--- config.mk ---
export PLATFORM = sky130hd
export DESIGN_NAME = weighted_color_correction
export DESIGN_NICKNAME = d
export VERILOG_FILES = /design/src/hdl/wcc_pkg.sv /design/src/hdl/wcc_chan.sv /design/src/hdl/weighted_color_correction.sv
export SDC_FILE = /design/constraint.sdc
export NUM_CORES = 2
export LEC_CHECK = 0
export ABC_AREA = 1
export BUFFER_PORTS_ARGS = -buffer_cell sky130_fd_sc_hd__buf_2
export CAP_MARGIN = 40
export CORE_MARGIN = 2
export CORE_UTILIZATION = 40
export DETAILED_ROUTE_END_ITERATION = 10
export SYNTH_ARGS = -nofsm -noshare
export SYNTH_HDL_FRONTEND = slang
export SYNTH_SLANG_ARGS = --single-unit
--- constraint.sdc ---
create_clock -name clk -period 5.4 [get_ports clk]
set_input_delay 0.27 -clock clk [delete_from_list [all_inputs] [get_ports clk]]
set_output_delay 0.27 -clock clk [all_outputs]
set_load 0.02 [all_outputs]
--- src/hdl/wcc_pkg.sv ---
`timescale 1ns / 1ps

package wcc_pkg;

  localparam int PIX_W      = 8;
  localparam int SAMPLE_W   = 8;
  localparam int SHIFT_W    = 9;
  localparam int CFG_IDX_W  = 3;
  localparam int CFG_DATA_W = 9;

  // input register, multiply, subtract/range check, four radix-4 divide steps
  localparam int NUM_STAGES = 7;

  localparam logic [CFG_IDX_W-1:0] REG_SAMPLE_BLUE = 3'd0;
  localparam logic [CFG_IDX_W-1:0] REG_SAMPLE_GREEN = 3'd1;
  localparam logic [CFG_IDX_W-1:0] REG_SAMPLE_RED = 3'd2;
  localparam logic [CFG_IDX_W-1:0] REG_SHIFT_BLUE = 3'd3;
  localparam logic [CFG_IDX_W-1:0] REG_SHIFT_GREEN = 3'd4;
  localparam logic [CFG_IDX_W-1:0] REG_SHIFT_RED = 3'd5;

  localparam logic [SAMPLE_W-1:0] SAMPLE_BLUE_RST = 8'd170;
  localparam logic [SAMPLE_W-1:0] SAMPLE_GREEN_RST = 8'd160;
  localparam logic [SAMPLE_W-1:0] SAMPLE_RED_RST = 8'd170;
  localparam logic signed [SHIFT_W-1:0] SHIFT_BLUE_RST = 9'sd150;
  localparam logic signed [SHIFT_W-1:0] SHIFT_GREEN_RST = 9'sd120;
  localparam logic signed [SHIFT_W-1:0] SHIFT_RED_RST = -9'sd50;

  typedef struct packed {
    logic [NUM_STAGES-1:0] load;
  } wcc_ctrl_t;

endpackage

--- src/hdl/wcc_chan.sv ---
`timescale 1ns / 1ps

module wcc_chan (
  input  logic                                     clk,
  input  wcc_pkg::wcc_ctrl_t                       ctrl,
  input  logic [wcc_pkg::PIX_W-1:0]                pix,
  input  logic [wcc_pkg::SAMPLE_W-1:0]             sample,
  input  logic signed [wcc_pkg::SHIFT_W-1:0]       shift,
  output logic [wcc_pkg::PIX_W-1:0]                result
);

  // stage 0
  logic [7:0]        s_lim;
  logic              below;
  logic [7:0]        p0;
  logic [7:0]        d0;
  logic [7:0]        w0;
  logic signed [8:0] c0;

  // stage 1
  logic [15:0]        pd1;
  logic signed [17:0] cw1;
  logic [7:0]         d1;

  // stage 2 and divide steps: index 0 is the subtract stage
  logic signed [17:0] num;
  logic [16:0]        rem_q [0:4];
  logic [7:0]         quo_q [0:4];
  logic [7:0]         d_q   [0:4];
  logic               neg_q [0:4];
  logic               ovf_q [0:4];
  logic [16:0]        rem_next [1:4];
  logic [7:0]         quo_next [1:4];

  always_comb begin
    if (sample == 8'd0) begin
      s_lim = 8'd1;
    end else if (sample == 8'd255) begin
      s_lim = 8'd254;
    end else begin
      s_lim = sample;
    end
    below = pix < s_lim;
  end

  // weight numerator d - t reduces to p below the sample and 255 - p above it
  always_ff @(posedge clk) begin
    if (ctrl.load[0]) begin
      p0 <= pix;
      d0 <= below ? s_lim : 8'd255 - s_lim;
      w0 <= below ? pix : 8'd255 - pix;
      c0 <= shift;
    end
  end

  always_ff @(posedge clk) begin
    if (ctrl.load[1]) begin
      pd1 <= 16'(p0) * 16'(d0);
      cw1 <= 18'(c0) * $signed({10'b0, w0});
      d1  <= d0;
    end
  end

  assign num = $signed({2'b00, pd1}) - cw1;

  // negative numerator truncates to a value at or below zero: clamp to zero
  always_ff @(posedge clk) begin
    if (ctrl.load[2]) begin
      rem_q[0] <= num[16:0];
      quo_q[0] <= 8'd0;
      d_q[0]   <= d1;
      neg_q[0] <= num[17];
      ovf_q[0] <= !num[17] && (num[16:0] >= {1'b0, d1, 8'b0});
    end
  end

  // restoring division, two quotient bits per stage
  always_comb begin
    logic [16:0] dh;
    logic [16:0] dl;
    logic [16:0] rm;
    logic        b1;
    logic        b0;
    int          hi;
    for (int j = 1; j <= 4; j++) begin
      hi = 9 - 2 * j;
      dh = 17'(d_q[j-1]) << hi;
      b1 = rem_q[j-1] >= dh;
      rm = b1 ? rem_q[j-1] - dh : rem_q[j-1];
      dl = 17'(d_q[j-1]) << (hi - 1);
      b0 = rm >= dl;
      rem_next[j] = b0 ? rm - dl : rm;
      quo_next[j] = quo_q[j-1];
      quo_next[j][3'(hi)] = b1;
      quo_next[j][3'(hi - 1)] = b0;
    end
  end

  always_ff @(posedge clk) begin
    for (int j = 1; j <= 4; j++) begin
      if (ctrl.load[2+j]) begin
        rem_q[j] <= rem_next[j];
        quo_q[j] <= quo_next[j];
        d_q[j]   <= d_q[j-1];
        neg_q[j] <= neg_q[j-1];
        ovf_q[j] <= ovf_q[j-1];
      end
    end
  end

  always_comb begin
    if (neg_q[4]) begin
      result = 8'd0;
    end else if (ovf_q[4]) begin
      result = 8'd255;
    end else begin
      result = quo_q[4];
    end
  end

endmodule

--- src/hdl/weighted_color_correction.sv ---
`timescale 1ns / 1ps

// Weighted color correction of blue-green-red pixels. Each 8-bit channel has a
// white sample and a signed shift; the shift is removed in full at the sample
// and with a weight falling linearly to zero toward 0 or 255, and the result
// is truncated toward zero and clamped to 0..255. The datapath is a 7-stage
// pipeline (input register, multiply, subtract and range check, four radix-4
// divide steps), sustaining one pixel per clock while out_ready is high. Each
// stage holds its pixel while the next stage cannot take it, so bubbles are
// squeezed out when the output stalls. Configuration writes take effect at
// once and must be made with no pixel in flight.
module weighted_color_correction (
  input  logic                                  clk,
  input  logic                                  rst,
  input  logic                                  cfg_write,
  input  logic [wcc_pkg::CFG_IDX_W-1:0]         cfg_index,
  input  logic [wcc_pkg::CFG_DATA_W-1:0]        cfg_data,
  input  logic                                  in_valid,
  output logic                                  in_ready,
  input  logic [wcc_pkg::PIX_W-1:0]             pix_blue,
  input  logic [wcc_pkg::PIX_W-1:0]             pix_green,
  input  logic [wcc_pkg::PIX_W-1:0]             pix_red,
  output logic                                  out_valid,
  input  logic                                  out_ready,
  output logic [wcc_pkg::PIX_W-1:0]             out_blue,
  output logic [wcc_pkg::PIX_W-1:0]             out_green,
  output logic [wcc_pkg::PIX_W-1:0]             out_red
);

  localparam int LAST = wcc_pkg::NUM_STAGES - 1;

  logic [wcc_pkg::SAMPLE_W-1:0]       sample_blue;
  logic [wcc_pkg::SAMPLE_W-1:0]       sample_green;
  logic [wcc_pkg::SAMPLE_W-1:0]       sample_red;
  logic signed [wcc_pkg::SHIFT_W-1:0] shift_blue;
  logic signed [wcc_pkg::SHIFT_W-1:0] shift_green;
  logic signed [wcc_pkg::SHIFT_W-1:0] shift_red;

  logic [wcc_pkg::NUM_STAGES-1:0] valid;
  logic [wcc_pkg::NUM_STAGES-1:0] valid_in;
  logic [wcc_pkg::NUM_STAGES-1:0] stage_ready;
  wcc_pkg::wcc_ctrl_t             ctrl;

  always_ff @(posedge clk) begin
    if (rst) begin
      sample_blue  <= wcc_pkg::SAMPLE_BLUE_RST;
      sample_green <= wcc_pkg::SAMPLE_GREEN_RST;
      sample_red   <= wcc_pkg::SAMPLE_RED_RST;
      shift_blue   <= wcc_pkg::SHIFT_BLUE_RST;
      shift_green  <= wcc_pkg::SHIFT_GREEN_RST;
      shift_red    <= wcc_pkg::SHIFT_RED_RST;
    end else if (cfg_write) begin
      unique case (cfg_index)
        wcc_pkg::REG_SAMPLE_BLUE:  sample_blue  <= cfg_data[7:0];
        wcc_pkg::REG_SAMPLE_GREEN: sample_green <= cfg_data[7:0];
        wcc_pkg::REG_SAMPLE_RED:   sample_red   <= cfg_data[7:0];
        wcc_pkg::REG_SHIFT_BLUE:   shift_blue   <= $signed(cfg_data);
        wcc_pkg::REG_SHIFT_GREEN:  shift_green  <= $signed(cfg_data);
        wcc_pkg::REG_SHIFT_RED:    shift_red    <= $signed(cfg_data);
        default: ;
      endcase
    end
  end

  // a stage takes a request when it is empty or its own request moves on
  always_comb begin
    valid_in[0] = in_valid;
    for (int k = 1; k < wcc_pkg::NUM_STAGES; k++) begin
      valid_in[k] = valid[k-1];
    end
    stage_ready[LAST] = !valid[LAST] || out_ready;
    for (int k = LAST - 1; k >= 0; k--) begin
      stage_ready[k] = !valid[k] || stage_ready[k+1];
    end
    ctrl.load = stage_ready & valid_in;
  end

  always_ff @(posedge clk) begin
    if (rst) begin
      valid <= '0;
    end else begin
      for (int k = 0; k < wcc_pkg::NUM_STAGES; k++) begin
        if (stage_ready[k]) begin
          valid[k] <= valid_in[k];
        end
      end
    end
  end

  assign in_ready  = stage_ready[0];
  assign out_valid = valid[LAST];

  wcc_chan u_blue (
    .clk    (clk),
    .ctrl   (ctrl),
    .pix    (pix_blue),
    .sample (sample_blue),
    .shift  (shift_blue),
    .result (out_blue)
  );

  wcc_chan u_green (
    .clk    (clk),
    .ctrl   (ctrl),
    .pix    (pix_green),
    .sample (sample_green),
    .shift  (shift_green),
    .result (out_green)
  );

  wcc_chan u_red (
    .clk    (clk),
    .ctrl   (ctrl),
    .pix    (pix_red),
    .sample (sample_red),
    .shift  (shift_red),
    .result (out_red)
  );

endmodule

==> run metrics <==
result of the run=complete, no violations; mux share of post-synthesis cell area=0; most instantiated library cell after synthesis=nand2_1; Leakage=29.5 nW; RD Place Congestion=~0.86; largest net degree at the start of global routing=between 60 and 70; final worst-path cycle share=0.872; CTS HTree Levels=3; number of nets produced by synthesis=approximately 7300; setup repair after global routing missed its margin=false; class of the most critical hold timing path=in2reg; average cell area after synthesis=8.31 sq um; insertion delay of the later-clocked pin in the worst-skew pair=660 ps; async set-or-reset flop fraction in the synthesized netlist=0; cell-internal power=15.5 mW; GRT overflow=0; wirelength, routed=116 mm; sequential cell area fraction in the yosys report=0.341; first-pass GRT wire length=196 mm; number of instances in the synthesized netlist=6480; number of warning messages in the yosys log=0; std cell rows=134; half-perimeter wire length after placement=95.2 mm; ranking of synthesized cells by area=edfxtp_1 32%, ha_1 12%, fa_1 12%, nand2_1 11%, inv_1 10%; fraction of synthesized cell area taken by the top area cell type=0.320; Total Nets Final=7380; required time reported for the critical path endpoint=5820 ps; Layout Area Growth over Synthesis=9.28%; switching part of the total power=0.416; Die Y=371 microns; die area=138000 sq um; Resized cells post-CTS=0; Inserted Clock Buffers=76; EDFF count, synth=573; maximum buffer depth of the clock tree=3; Die Span X=371 microns; average vias per placed instance=4.77; number of sinks on the clock net=roughly 630; number of hold violations in the final report=0; Seq pwr share=0.269; proportion of layout cells with a drive suffix above 1=0.0525; post-synthesis share of cell area spent on xor and xnor gates=0.0443; Final Max Tran Viols=0; Iteration-0 DRC Markers=2068; vias after detailed routing=39800; Setup Skew=about 27 ps; number of antenna diodes=0; CTS root buf=clkbuf_16; Pwr Density=452 nW/um^2; DRT antenna net count=0; compound-gate portion of the synthesized area=0.0695; vias in the first global route=39500; Netlist cell types=64; Top Ports=67; DRC Markers=0; basic-gate share of the synthesized area counting and, or, nand and nor cells=0.199; dominant combinational cell family by area after synthesis=adder cells; placeable core region=133000 sq um; Clock Power Share=0.202; all-layer global routing usage=0.173; Net Switching=approximately 11 mW; initial antenna violation count=0; minimum clock period=4710 ps; wire per inst=13.9 microns; WP data arrival=5120 ps; relative contribution of combinational cells to total power=0.529; adder-cell share of the synthesized area=0.232; cell taking the most area after synthesis=edfxtp_1; Worst IR Drop VDD=between 0.2 and 0.3 mV; DR pass1 iterations=6; Initial Utilization=0.403; Max-slew headroom=0.437; max_cap viols=0; startpoint type of the worst setup path=flip-flop; clock-pin slew of the registers on the worst-case setup and hold paths=70 ps; Post-Syn Area=53800 sq um; maximum achievable frequency=roughly 0.21 GHz; transition at the pin with the smallest max-transition slack=844 ps; Final Power=26.6 mW; CTS tree=done; buffers added on ports=66; most frequent cells after synthesis=1547 x nand2_1, 1430 x inv_1, 573 x edfxtp_1; most used flip-flop cell after synthesis=edfxtp_1; crit path capture type=flip-flop; flops & latches, synth=631; Final setup violation count=0; CP max FO=9; aggregate negative setup slack=0 ps; path type of the worst setup path=reg2reg
final timing paths:
path	cells past startpoint	from	to	slack (ps)
min reg2reg	0	u_red.ovf_q[0][2]$_DFFE_PP_	u_red.ovf_q[0][3]$_DFFE_PP_	420
max	17	u_blue.w0[0]$_DFFE_PP_	u_blue.cw1[14]$_DFFE_PP_	690
max reg2reg	17	u_blue.w0[0]$_DFFE_PP_	u_blue.cw1[14]$_DFFE_PP_	690
min	3	in_valid	valid[0]$_SDFFE_PP0N_	50
power by group through the flow:
stage               sequential [mW]  clock, mW  combinational, mW
CTS                            7.16       5.53               14.2
floorplan                      6.98          0               11.1
global placement               7.25          0               13.8
detailed placement             7.26          0               14.1
finish                         7.15       5.36               14.1
global route                   7.22       5.70               16.3
layout by cell type, fill, tap and decap left out, drive strengths merged, types with 3 or more instances in the layout:
| master | count |
|---|---|
| nand2 | 1583 |
| inv | 1445 |
| edfxtp | 573 |
| ha | 501 |
| nor2 | 378 |
| nand3 | 320 |
| fa | 312 |
| a21oi | 295 |
| o21ai | 251 |
| xor2 | 164 |
| xnor2 | 108 |
| nand4 | 95 |
| clkbuf | 95 |
| buf | 82 |
| dfxtp | 58 |
| nor3 | 54 |
| dlygate4sd3 | 36 |
| clkinv | 34 |
| or2 | 23 |
| o21bai | 19 |
| o211ai | 19 |
| nand3b | 17 |
| a21boi | 16 |
| a31oi | 15 |
| a21o | 12 |
| nor4 | 11 |
| bufinv | 10 |
| o31ai | 8 |
| o2111ai | 8 |
| o21a | 8 |
| a211oi | 8 |
| o221ai | 7 |
| and2 | 6 |
| clkinvlp | 4 |
| a221oi | 3 |
| nor4b | 3 |
timing repair:
action | in CTS | in global routing
endpoints found under the hold margin | 85 | 0
hold buffers | 36 | 0
buffers inserted | 0 | 0
through the flow:
stage	utilization	hold WS (ps)	std cells	cell area, sq um	worst slack (ps)
finish	0.441	50.9	8356	58800	691
global route	0.441	52.2	8356	58800	291
CTS	0.441	3.77	8356	58800	660
detailed placement	0.418	405	8180	55800	646
global placement	0.418	404	8177	55800	652
floorplan	-	369	6480	53800	589
kinds of logic (layout without fill, tap and decap cells):
| kind of cell | count (synthesis) | in the layout |
|---|---|---|
| AND/OR/NAND/NOR | 2494 | 2494 |
| XOR/XNOR | 272 | 272 |
| adder cells (fa/ha/maj) | 813 | 813 |
| flip-flops | 631 | 631 |
| buffers and inverters | 1598 | 1706 |
| AO/OA/AOI/OAI | 672 | 672 |
per-layer routing:
| metal | vias to the layer above | wire (microns) | track usage |
|---|---|---|---|
| li1 | 20600 | - | - |
| met1 | 18600 | 55500 | 0.230 |
| met2 | 503 | 55400 | 0.298 |
| met3 | 145 | 3280 | 0.0192 |
| met4 | 0 | 2330 | 0.0444 |
| met5 | - | 0 | 0 |
flip-flops by register name, summed over array words and instances, names as in the netlist, 9 cells and up:
name,cells
u_blue.rem_q,68
u_green.rem_q,68
u_red.rem_q,68
u_blue.d_q,32
u_green.d_q,32
u_red.d_q,32
u_blue.cw1,18
u_green.cw1,18
u_red.cw1,18
u_blue.pd1,16
u_green.pd1,16
u_red.pd1,16
shift_blue,9
shift_green,9
shift_red,9
u_blue.c0,9
u_green.c0,9
u_red.c0,9
worst max-delay path, stage by stage (launching register included):
cell and delay, ps:
edfxtp_1 510, nand2_1 130, fa_1 550, inv_1 50, fa_1 520, inv_1 60, fa_1 480, fa_1 490
inv_1 40, ha_1 330, nand2_1 60, o21ai_0 320, a21boi_0 210, o21ai_0 320, a21oi_1 110, nor2_1 100
nor2_1 60, xnor2_1 120
area by class of cell:
cell class | instances | area (sq um)
clock buffers | 95 | 2090
clock inverters | 45 | 533
fillers | 13200 | 74600
inverters | 1448 | 5440
multi-input cells | 4251 | 29400
flip-flops and latches | 631 | 18400
well taps | 1768 | 2210
repair buffers | 118 | 831
(Power assumes the default switching activity.)
